===== config.mk =====
export PLATFORM = sky130hd
export DESIGN_NAME = delayed_wakeup_timer_queue
export DESIGN_NICKNAME = d
export VERILOG_FILES = /design/src/sv/dwtq_pkg.sv /design/src/sv/dwtq_alu.sv /design/src/sv/dwtq_store.sv /design/src/sv/delayed_wakeup_timer_queue.sv
export SDC_FILE = /design/constraint.sdc
export NUM_CORES = 2
export LEC_CHECK = 0
export BUFFER_PORTS_ARGS = -buffer_cell sky130_fd_sc_hd__buf_4
export CAP_MARGIN = 20
export CORE_MARGIN = 5
export CORE_UTILIZATION = 65
export CTS_CLUSTER_DIAMETER = 100
export DETAILED_ROUTE_END_ITERATION = 10
export PLACE_DENSITY = 0.82
export SYNTH_ARGS = -nofsm -noshare
export SYNTH_HDL_FRONTEND = slang
export SYNTH_SLANG_ARGS = --single-unit

===== constraint.sdc =====
create_clock -name i_clk -period 10.3 [get_ports i_clk]
set_clock_uncertainty 0.1 [all_clocks]
set_input_delay 1.03 -clock i_clk [delete_from_list [all_inputs] [get_ports i_clk]]
set_output_delay 1.03 -clock i_clk [all_outputs]
set_load 0.1 [all_outputs]

===== src/sv/dwtq_pkg.sv =====
// Shared types, codes and constants for the delayed wakeup timer queue.
package dwtq_pkg;

    localparam int CAPACITY_DEF = 32;
    localparam int MAX_WAKES    = 32;
    localparam int WAKE_W       = $clog2(MAX_WAKES + 1);
    localparam int TIME_W       = 32;
    localparam int TID_W        = 8;

    typedef enum logic [1:0] {
        OP_TICK     = 2'd0,
        OP_TIME     = 2'd1,
        OP_DELAY    = 2'd2,
        OP_DELAY_AT = 2'd3
    } t_op;

    typedef enum logic [1:0] {
        KIND_WAKE     = 2'd0,
        KIND_TIME     = 2'd1,
        KIND_TICK_ACK = 2'd2,
        KIND_FULL     = 2'd3
    } t_kind;

    typedef struct packed {
        t_op                op;
        logic [TID_W-1:0]   requester_tid;
        logic [TIME_W-1:0]  amount;
    } t_cmd;

    typedef struct packed {
        t_kind              kind;
        logic [TID_W-1:0]   target_tid;
        logic [TIME_W-1:0]  tick_value;
        logic               last;
    } t_result;

    // One stored waiter.
    typedef struct packed {
        logic [TIME_W-1:0]  wake_time;
        logic [TID_W-1:0]   waiter_id;
    } t_entry;

    // Operands for the shared add/compare unit.
    typedef struct packed {
        logic [TIME_W-1:0]  a;
        logic [TID_W-1:0]   a_id;
        logic [TIME_W-1:0]  b;
        logic [TID_W-1:0]   b_id;
    } t_alu_req;

    typedef struct packed {
        logic [TIME_W-1:0]  sum;
        logic               later;  // (a, a_id) wakes strictly after (b, b_id)
        logic               le;     // a <= b
    } t_alu_rsp;

endpackage


===== src/sv/dwtq_alu.sv =====
// Shared add and compare unit used by the queue sequencer.
module dwtq_alu (
    input  dwtq_pkg::t_alu_req i_req,
    output dwtq_pkg::t_alu_rsp o_rsp
);

    logic w_gt;
    logic w_eq;

    assign w_gt = i_req.a > i_req.b;
    assign w_eq = i_req.a == i_req.b;

    assign o_rsp.sum   = i_req.a + i_req.b;
    assign o_rsp.later = w_gt | (w_eq & (i_req.a_id > i_req.b_id));
    assign o_rsp.le    = ~w_gt;

endmodule


===== src/sv/dwtq_store.sv =====
// Waiter store: one write port and one registered read port.
module dwtq_store #(
    parameter int CAPACITY = dwtq_pkg::CAPACITY_DEF
) (
    input  logic                        i_clk,
    input  logic                        i_wr_en,
    input  logic [$clog2(CAPACITY)-1:0] i_wr_addr,
    input  dwtq_pkg::t_entry            i_wr_data,
    input  logic                        i_rd_en,
    input  logic [$clog2(CAPACITY)-1:0] i_rd_addr,
    output dwtq_pkg::t_entry            o_rd_data
);

    dwtq_pkg::t_entry r_mem [CAPACITY];
    dwtq_pkg::t_entry r_rd_data;

    always_ff @(posedge i_clk) begin
        if (i_wr_en) begin
            r_mem[i_wr_addr] <= i_wr_data;
        end
        if (i_rd_en) begin
            r_rd_data <= r_mem[i_rd_addr];
        end
    end

    assign o_rd_data = r_rd_data;

endmodule


===== src/sv/delayed_wakeup_timer_queue.sv =====
// Top level: tick counter, sorted waiter ring and the sequencer that drives it.
// A time query, or a delay made while the store is full, is answered from idle: its
// result is registered and appears in the cycle after the accept; busy stays low. A delay
// holds busy while it forms the wake time and walks back from the tail, moving each stored
// waiter that wakes after the new one up a slot, until it finds its place or reaches the
// front. A tick holds busy while it updates the counter and then wakes due waiters from the
// front, one read and compare each, until one is not due, the store runs empty or 32 have
// woken; its acknowledge is shown in the first cycle with busy low. The walks are paced by
// the store, whose single read port is registered, and by the single comparator walking the
// store one entry per step. Results come at most one per cycle and are shown for exactly one
// cycle, with o_valid high; the receiver cannot stall them, so it must take every beat when
// o_valid is high.
module delayed_wakeup_timer_queue #(
    parameter int CAPACITY = dwtq_pkg::CAPACITY_DEF
) (
    input  logic               i_clk,
    input  logic               i_rst_n,
    input  logic               i_start,
    input  dwtq_pkg::t_cmd     i_cmd,
    output logic               o_busy,
    output logic               o_valid,
    output dwtq_pkg::t_result  o_result
);

    localparam int IDX_W = $clog2(CAPACITY);
    localparam int CNT_W = $clog2(CAPACITY + 1);
    localparam logic [IDX_W-1:0] LAST_IDX = IDX_W'(CAPACITY - 1);
    localparam logic [CNT_W-1:0] FULL_CNT = CNT_W'(CAPACITY);

    typedef enum logic [2:0] {
        S_IDLE,
        S_ADD,
        S_INS_RD,
        S_INS_CMP,
        S_POP_RD,
        S_POP_CMP
    } t_state;

    t_state                          r_state, n_state;
    logic [dwtq_pkg::TIME_W-1:0]     r_tick, n_tick;
    logic [IDX_W-1:0]                r_head, n_head;
    logic [CNT_W-1:0]                r_count, n_count;
    logic [IDX_W-1:0]                r_pos, n_pos;
    logic [CNT_W-1:0]                r_left, n_left;
    logic [dwtq_pkg::WAKE_W-1:0]     r_woken, n_woken;
    dwtq_pkg::t_cmd                  r_cmd, n_cmd;
    logic [dwtq_pkg::TIME_W-1:0]     r_time, n_time;
    logic                            r_valid, n_valid;
    dwtq_pkg::t_result               r_result, n_result;

    logic                            w_accept;
    logic [CNT_W:0]                  w_tail_sum;
    logic [IDX_W-1:0]                w_tail;
    logic [IDX_W-1:0]                w_pos_prev;
    logic [IDX_W-1:0]                w_head_next;
    dwtq_pkg::t_alu_req              w_alu_req;
    dwtq_pkg::t_alu_rsp              w_alu_rsp;
    logic                            w_wr_en;
    logic [IDX_W-1:0]                w_wr_addr;
    dwtq_pkg::t_entry                w_wr_data;
    logic                            w_rd_en;
    logic [IDX_W-1:0]                w_rd_addr;
    dwtq_pkg::t_entry                w_rd_data;

    dwtq_alu u_alu (
        .i_req (w_alu_req),
        .o_rsp (w_alu_rsp)
    );

    dwtq_store #(
        .CAPACITY (CAPACITY)
    ) u_store (
        .i_clk     (i_clk),
        .i_wr_en   (w_wr_en),
        .i_wr_addr (w_wr_addr),
        .i_wr_data (w_wr_data),
        .i_rd_en   (w_rd_en),
        .i_rd_addr (w_rd_addr),
        .o_rd_data (w_rd_data)
    );

    assign w_accept    = i_start && (r_state == S_IDLE);
    assign w_tail_sum  = {{(CNT_W + 1 - IDX_W){1'b0}}, r_head} + {1'b0, r_count};
    assign w_tail      = (w_tail_sum >= (CNT_W + 1)'(CAPACITY))
                         ? IDX_W'(w_tail_sum - (CNT_W + 1)'(CAPACITY))
                         : IDX_W'(w_tail_sum);
    assign w_pos_prev  = (r_pos == '0) ? LAST_IDX : r_pos - 1'b1;
    assign w_head_next = (r_head == LAST_IDX) ? '0 : r_head + 1'b1;

    // Operand steering for the shared unit.
    always_comb begin
        w_alu_req      = '0;
        w_alu_req.a    = w_rd_data.wake_time;
        w_alu_req.a_id = w_rd_data.waiter_id;
        case (r_state)
            S_ADD: begin
                w_alu_req.a    = r_tick;
                w_alu_req.a_id = '0;
                w_alu_req.b    = (r_cmd.op == dwtq_pkg::OP_TICK)
                                 ? dwtq_pkg::TIME_W'(1) : r_cmd.amount;
            end
            S_INS_CMP: begin
                w_alu_req.b    = r_time;
                w_alu_req.b_id = r_cmd.requester_tid;
            end
            S_POP_CMP: begin
                w_alu_req.b    = r_tick;
            end
            default: begin
                w_alu_req.b    = r_tick;
            end
        endcase
    end

    always_comb begin
        n_state   = r_state;
        n_tick    = r_tick;
        n_head    = r_head;
        n_count   = r_count;
        n_pos     = r_pos;
        n_left    = r_left;
        n_woken   = r_woken;
        n_cmd     = r_cmd;
        n_time    = r_time;
        n_valid   = 1'b0;
        n_result  = r_result;
        w_wr_en   = 1'b0;
        w_wr_addr = r_pos;
        w_wr_data = '{wake_time: r_time, waiter_id: r_cmd.requester_tid};
        w_rd_en   = 1'b0;
        w_rd_addr = r_head;

        case (r_state)
            S_IDLE: begin
                if (w_accept) begin
                    n_cmd = i_cmd;
                    case (i_cmd.op)
                        dwtq_pkg::OP_TICK: begin
                            n_state = S_ADD;
                        end
                        dwtq_pkg::OP_TIME: begin
                            n_valid  = 1'b1;
                            n_result = '{kind: dwtq_pkg::KIND_TIME,
                                         target_tid: i_cmd.requester_tid,
                                         tick_value: r_tick, last: 1'b1};
                        end
                        default: begin
                            if (r_count == FULL_CNT) begin
                                n_valid  = 1'b1;
                                n_result = '{kind: dwtq_pkg::KIND_FULL,
                                             target_tid: i_cmd.requester_tid,
                                             tick_value: r_tick, last: 1'b1};
                            end else begin
                                n_state = S_ADD;
                            end
                        end
                    endcase
                end
            end
            S_ADD: begin
                if (r_cmd.op == dwtq_pkg::OP_TICK) begin
                    n_tick  = w_alu_rsp.sum;
                    n_woken = '0;
                    n_state = S_POP_RD;
                end else begin
                    n_time  = (r_cmd.op == dwtq_pkg::OP_DELAY) ? w_alu_rsp.sum
                                                               : r_cmd.amount;
                    n_pos   = w_tail;
                    n_left  = r_count;
                    n_state = S_INS_RD;
                end
            end
            S_INS_RD: begin
                if (r_left == '0) begin
                    // Reached the front: place the new waiter here.
                    w_wr_en = 1'b1;
                    n_count = r_count + 1'b1;
                    n_state = S_IDLE;
                end else begin
                    w_rd_en   = 1'b1;
                    w_rd_addr = w_pos_prev;
                    n_state   = S_INS_CMP;
                end
            end
            S_INS_CMP: begin
                w_wr_en = 1'b1;
                if (w_alu_rsp.later) begin
                    // Move the later waiter up one slot and keep walking back.
                    w_wr_data = w_rd_data;
                    n_pos     = w_pos_prev;
                    n_left    = r_left - 1'b1;
                    n_state   = S_INS_RD;
                end else begin
                    n_count = r_count + 1'b1;
                    n_state = S_IDLE;
                end
            end
            S_POP_RD: begin
                if ((r_count == '0) || (r_woken == dwtq_pkg::WAKE_W'(dwtq_pkg::MAX_WAKES))) begin
                    n_valid  = 1'b1;
                    n_result = '{kind: dwtq_pkg::KIND_TICK_ACK, target_tid: '0,
                                 tick_value: r_tick, last: 1'b1};
                    n_state  = S_IDLE;
                end else begin
                    w_rd_en = 1'b1;
                    n_state = S_POP_CMP;
                end
            end
            S_POP_CMP: begin
                n_valid = 1'b1;
                if (w_alu_rsp.le) begin
                    n_result = '{kind: dwtq_pkg::KIND_WAKE,
                                 target_tid: w_rd_data.waiter_id,
                                 tick_value: r_tick, last: 1'b0};
                    n_head   = w_head_next;
                    n_count  = r_count - 1'b1;
                    n_woken  = r_woken + 1'b1;
                    n_state  = S_POP_RD;
                end else begin
                    n_result = '{kind: dwtq_pkg::KIND_TICK_ACK, target_tid: '0,
                                 tick_value: r_tick, last: 1'b1};
                    n_state  = S_IDLE;
                end
            end
            default: begin
                n_state = S_IDLE;
            end
        endcase
    end

    always_ff @(posedge i_clk) begin
        if (!i_rst_n) begin
            r_state <= S_IDLE;
            r_tick  <= '0;
            r_head  <= '0;
            r_count <= '0;
            r_valid <= 1'b0;
        end else begin
            r_state <= n_state;
            r_tick  <= n_tick;
            r_head  <= n_head;
            r_count <= n_count;
            r_valid <= n_valid;
        end
        r_pos    <= n_pos;
        r_left   <= n_left;
        r_woken  <= n_woken;
        r_cmd    <= n_cmd;
        r_time   <= n_time;
        r_result <= n_result;
    end

    assign o_busy   = (r_state != S_IDLE);
    assign o_valid  = r_valid;
    assign o_result = r_result;

    a_count_bound: assert property (@(posedge i_clk) disable iff (!i_rst_n)
        r_count <= FULL_CNT)
        else $error("waiter count above capacity");

    a_head_bound: assert property (@(posedge i_clk) disable iff (!i_rst_n)
        r_head <= LAST_IDX)
        else $error("head pointer out of range");

    a_wake_not_last: assert property (@(posedge i_clk) disable iff (!i_rst_n)
        (o_valid && (o_result.kind == dwtq_pkg::KIND_WAKE)) |-> !o_result.last)
        else $error("wake beat marked last");

    a_tick_busy: assert property (@(posedge i_clk) disable iff (!i_rst_n)
        (w_accept && (i_cmd.op == dwtq_pkg::OP_TICK)) |=> (o_busy && !o_valid))
        else $error("tick not taken into the sequencer");

    a_last_frees: assert property (@(posedge i_clk) disable iff (!i_rst_n)
        (o_valid && o_result.last) |-> !o_busy)
        else $error("final beat while still busy");

endmodule


== Yosys cells after proc, flatten, opt, wreduce, memory -nomap -nowiden ==
Memories as Yosys holds them, arrays and structs flattened. A register that Yosys moved wholly into a read port is not among the register bits.
Cells that the tools add are included.
Storage, ports and cells
  input port bits: 45
  output and inout port bits: 45
  memories: 1
  RAM bits: 1280
  bits in registers: 181
Memory list
  u_store.r_mem: depth 32, width 40, read ports 1, clocked after memory_dff 1, wr ports 1, RTL line dwtq_store.sv:14  | dwtq_pkg::t_entry r_mem [CAPACITY];
Cells by class
  reductions and logical operators: 22
  mux-type cells: 52
  bitwise gates (word level): 4
  add/subtract/negate cells: 9
  equal/unequal tests: 23
  $lt $le $gt $ge: 3
Operator list (count)
  43-bit 2-to-1 mux: 4
  43-bit one-hot mux with 3 select lines: 1
  40-bit 2-to-1 mux: 3
  43-bit one-hot mux with 2 select lines: 1
  32-bit 2-to-1 mux: 2
  32-bit one-hot mux with 2 select lines: 1
  6-bit 2-to-1 mux: 7
  5-bit 2-to-1 mux: 7
  32-bit adder: 1
  32-bit == test: 1
  32-bit > comparator: 1
  6-bit one-hot mux with 2 select lines: 2
  2-bit != test (second input constant): 9
  3-bit one-hot mux with 6 select lines: 1
  6-bit one-hot mux with 3 select lines: 1
  3-bit 2-to-1 mux: 5
  6-bit by 1-bit adder with 6-bit output (second input constant): 2
  6-bit == test (second input constant): 2
  6-bit logical NOT: 2
  6-bit by 1-bit subtractor with 6-bit output (second input constant): 2
  5-bit one-hot mux with 2 select lines: 1
  5-bit by 1-bit subtractor with 5-bit output (second input constant): 2
  3-bit AND reduction: 3
  3-bit nonzero test: 3
  other kinds (31): 49

== Longest topological paths before layout ==
  word-level depth: 8
  mapped depth: 18
  mapped depth without buffers: 16

== Hierarchy ==
From an unflattened synthesis, not the netlist that was laid out.
Second synthesis, totals
  cell total of the unflattened synthesis: 3934
  area total of the unflattened synthesis: 62473.7 µm²
By module, submodules not included
  dwtq_store: instances 1, seq. area each 39638.0 µm², area an instance 50965.1 µm², cells each 2813
  delayed_wakeup_timer_queue: instances 1, seq. area each 4964.8 µm², area an instance 8628.3 µm², cells each 713
  dwtq_alu: instances 1, seq. area each 0.0 µm², area an instance 2880.3 µm², cells each 408

== Worst setup path before layout ==
OpenSTA, ideal clock, no wires.
  kind: flip-flop to flip-flop
  from: reg r_state[2]
  to: mem u_store.r_mem[0][0] (netlist name), data pin
  setup slack: 5.573 ns
  buffers on the path: 3
  cell stages (with the launch flop): 15
  arrival: 4.319 ns
  clock period less this slack: 4.727 ns
  cell sequence: dfxtp_1 -> inv_1 -> nand2_1 -> nor2_1 -> buf_1 -> clkbuf_1 -> mux2_2 -> ha_1 -> or4_4 -> or4_4 -> nor3_1 -> a22oi_1 -> nand2_1 -> buf_2 -> mux2_2
RTL lines
  start: declaration: RTL line delayed_wakeup_timer_queue.sv:39  | t_state r_state, n_state;
  start signal: assignment: RTL line delayed_wakeup_timer_queue.sv:239  | r_state <= n_state;
  end: declaration: RTL line dwtq_store.sv:14

==> impl_metrics.py <==
metrics = {
    "run_status": {
        "status": "completed",
    },
    "global_routing": {
        "grt_usage": 0.3271,
        "met3_usage": 0.09858,
        "grt_use_met1": 0.4358,
        "grt_pass1_vias": 39228,
        "grt_max_degree": 244,
        "use_met2": 0.5036,
        "antenna_found_initial": 15,
        "grt_overflow": 0,
        "grt_pass1_wl_microns": 246800,
        "grt-busiest-layer": "met2",
    },
    "critical_path": {
        "crit_buf_inv": 4,
        "critical_path.top_delay_family": "simple AND/OR/NAND/NOR gates",
        "end_kind": "flop",
        "arrival_ns": 6.64,
        "crit_path_start_kind": "flop",
        "crit_top_cell": "buf_4",
        "cp_slowest_cell": "buf_4",
        "worstPathRequired_ns": 10.61,
        "criticalPathCategory": "flop to flop",
        "crit_fanout": 67,
        "path_cells": "inv_1 > nand2_2 > buf_4 > nor2_4 > buf_4 > mux2_2 > ha_1 > nor4_1 > nand4_1 > or4_4 > nor3_1 > a22oi_1 > nand2_2 > buf_4 > mux2_2",
        "cp_slowest_stage_delay_ns": 0.82,
    },
    "floorplan": {
        "start_util": 0.6563,
        "die_y_microns": 320.0,
        "core_sq_mm": 0.09515,
        "die_area_sq_mm": 0.1024,
        "rows": 113,
        "ios": 90,
        "dieWidth_microns": 320.0,
    },
    "sta": {
        "tightest_slew_ns": 1.229,
        "holdWs_ns": 0.3320,
        "slew_headroom": 0.1790,
        "rsz0062_at_grt": "false",
        "period_needed_ns": 6.326,
        "fmaxAchievable_mhz": 158.1,
        "period_share": 0.6142,
        "setup_violations": 0,
        "timing.final.ws_setup_ns": 3.974,
        "tns_ns": 0,
        "slew_viol_final": 0,
        "hold_viol": 0,
    },
    "clock_tree": {
        "clk_latency_ns": 0.78,
        "cts.clk_slew.worst_paths_ns": 0.06,
        "cts_made_buffers": 143,
        "post_cts_buffers": 0,
        "htreeDepth": 4,
        "cts_num_sinks": 1501,
        "cts-root-buf": "clkbuf_16",
        "cts_buffer_depth": 3,
        "ctsHoldBuffers": 0,
        "ctsResizeCount": 0,
        "cts_tree": "built",
    },
    "place": {
        "io_buffers": 89,
        "gp_congestion": 0.9369,
        "hpwl_microns": 82450,
        "dp.cells": 5724,
        "dp_slack_ns": 4.096,
    },
    "run": {
        "drv_cap": 0,
    },
    "drt": {
        "postRouteAntennaNets": 0,
        "vias_per_cell": 6.874,
        "wl_per_cell_microns": 28.73,
        "drc": 0,
        "drt_iter0_drc": 7066,
        "drt_first_pass_iters": 6,
        "routed_wl_microns": 171800,
        "vias": 41111,
    },
    "worst_hold_path": {
        "min_path_type": "input port to flop",
    },
    "synth": {
        "ys_warn_count": 0,
        "ys_seq_area_frac": 0.7142,
        "yosys.area.top_type": "edfxtp_1",
        "synth.distinct_cells": 63,
        "ys_seq_elements": 1501,
        "mappedNetlistArea_sq_mm": 0.06245,
        "netlist_top_cells_area": "edfxtp_1 (70%), nand2_1 (4.7%), a211oi_1 (3.9%), nor2b_1 (3.3%), a31oi_1 (3.3%)",
        "synth_compound_area_frac": 0.1173,
        "synthSimpleGateAreaFrac": 0.1031,
        "yosys.area_share.xor_xnor": 0.006311,
        "ys.flop_type": "edfxtp_1",
        "netlist_instances": 4611,
        "synth-edff-count": 1454,
        "syn_avg_cell_area_sq_um": 13.54,
        "synth_top_family_by_area": "compound AO/OA/AOI/OAI gates",
        "async_reset_ff_frac": 0,
        "yosys.cell_count.top_type": "edfxtp_1",
        "synth_fp_nets": 4748,
        "yosys.area_share.adder": 0.01879,
        "yosysTopAreaCellShare": 0.6992,
        "synth.area.mux_share": 0.01505,
        "synth_common_cells": "edfxtp_1 (1454), nand2_1 (789), nor2b_1 (333), a31oi_1 (328), a211oi_1 (327)",
    },
    "power_and_ir_drop": {
        "pwr-share-seq": 0.530,
        "leakage_nw": 22.23,
        "internal-power_w": 0.01006,
        "p_sw_frac": 0.2327,
        "p_per_area_mw_per_mm2": 190.3,
        "pwr-share-comb": 0.080,
        "net-switching-power_w": 0.003050,
        "power.total_w": 0.01311,
        "peakVddDrop_uv": 179.1,
        "p_clk_frac": 0.391,
    },
    "finish": {
        "area_delta_synth_final_pct": 10.29,
        "drive_gt1_frac": 0.1046,
        "num-fill-cells": 5508,
        "nNetsFinal": 4742,
        "final-seq-area_sq_mm": 0.04460,
        "multi_input_area_sq_mm": 0.01661,
        "fin_cells": 5981,
    },
}
==> per-layer routing <==
| metal | vias to the layer above | part of all wire |
|---|---|---|
| met2 | 3243 | 0.45 |
| met3 | 609 | 0.16 |
| li1 | 17441 | - |
| met1 | 19816 | 0.34 |
| met5 | - | 0.000064 |
| met4 | 2 | 0.051 |
==> cells in the final DEF (no fill, tap or decap), types with 82 or more instances in the layout <==
cell type,n
edfxtp_1,1454
a211oi_1,327
a21oi_1,82
nor2_1,87
o21ai_0,105
nand2_1,778
nor2b_1,333
a31oi_1,328
buf_4,151
o22ai_1,163
clkbuf_16,148
ha_1,89
==> power by group through the flow <==
stage	combinational [W]	clock [W]	sequential [W]
detailed placement	0.00101	0	0.00706
CTS	0.00102	0.00513	0.00693
global placement	0.000975	0	0.00706
global route	0.00113	0.00541	0.00694
floorplan	0.000694	0	0.00707
finish	0.00104	0.00512	0.00694
==> flip-flops by register name, indices dropped and copies added (netlist names), 3 cells and up <==
| name | cells |
|---|---|
| r_pos | 5 |
| r_left | 6 |
| r_time | 32 |
| r_cmd | 42 |
| u_store.o_rd_data | 40 |
| r_count | 6 |
| u_store.r_mem | 1280 |
| r_head | 5 |
| r_tick | 32 |
| r_woken | 6 |
| r_state | 3 |
| o_result | 43 |
==> cells by family (layout without fill, tap and decap cells) <==
family                     Yosys count  after routing
DFF                               1501           1501
xor gates and xnor gates            45             45
other                                0              2
buffers and inverters              389            492
adders and majority gates           92             92
muxes                               84             84
AOI/OAI and AO/OA                 1112           1112
and+or+nand+nor                   1388           1388
==> metrics by stage <==
step | utilization | cell area (sq um)
finish | 0.7238 | 68870
global route | 0.7238 | 68870
CTS | 0.7237 | 68860
detailed placement | 0.6761 | 64330
global placement | 0.6761 | 64330
floorplan | - | 62450
==> path summary, 6_finish.rpt <==
check | from | end | slack (ns) | depth (start not counted)
max | r_state[2] | u_store.r_mem[6][11] | 3.97 | 15
min | i_cmd[1] | r_cmd[1] | 0.33 | 1
max reg2reg | r_state[2] | u_store.r_mem[6][11] | 3.97 | 15
min reg2reg | r_tick[27] | o_result[28] | 0.40 | 0
==> worst reg2reg max path: cells and delay by family, from the launching register on <==
family | cells | cell delay, ns
and+or+nand+nor | 7 | 2.01
buffers and inverters | 4 | 1.77
muxes | 2 | 1.14
adders and majority gates | 1 | 0.41
DFF | 1 | 0.35
AOI/OAI and AO/OA | 1 | 0.17
==> final cells by class <==
class	instances	area share
sequential	1501	0.6476
multi-input combinational	2721	0.2411
clock buffer	177	0.05550
tap	1265	0.02298
timing repair buffer	157	0.01798
clock inverter	77	0.01032
inverter	81	0.004414
antenna	2	0.00007267
Power figures use the tool's default switching activity.
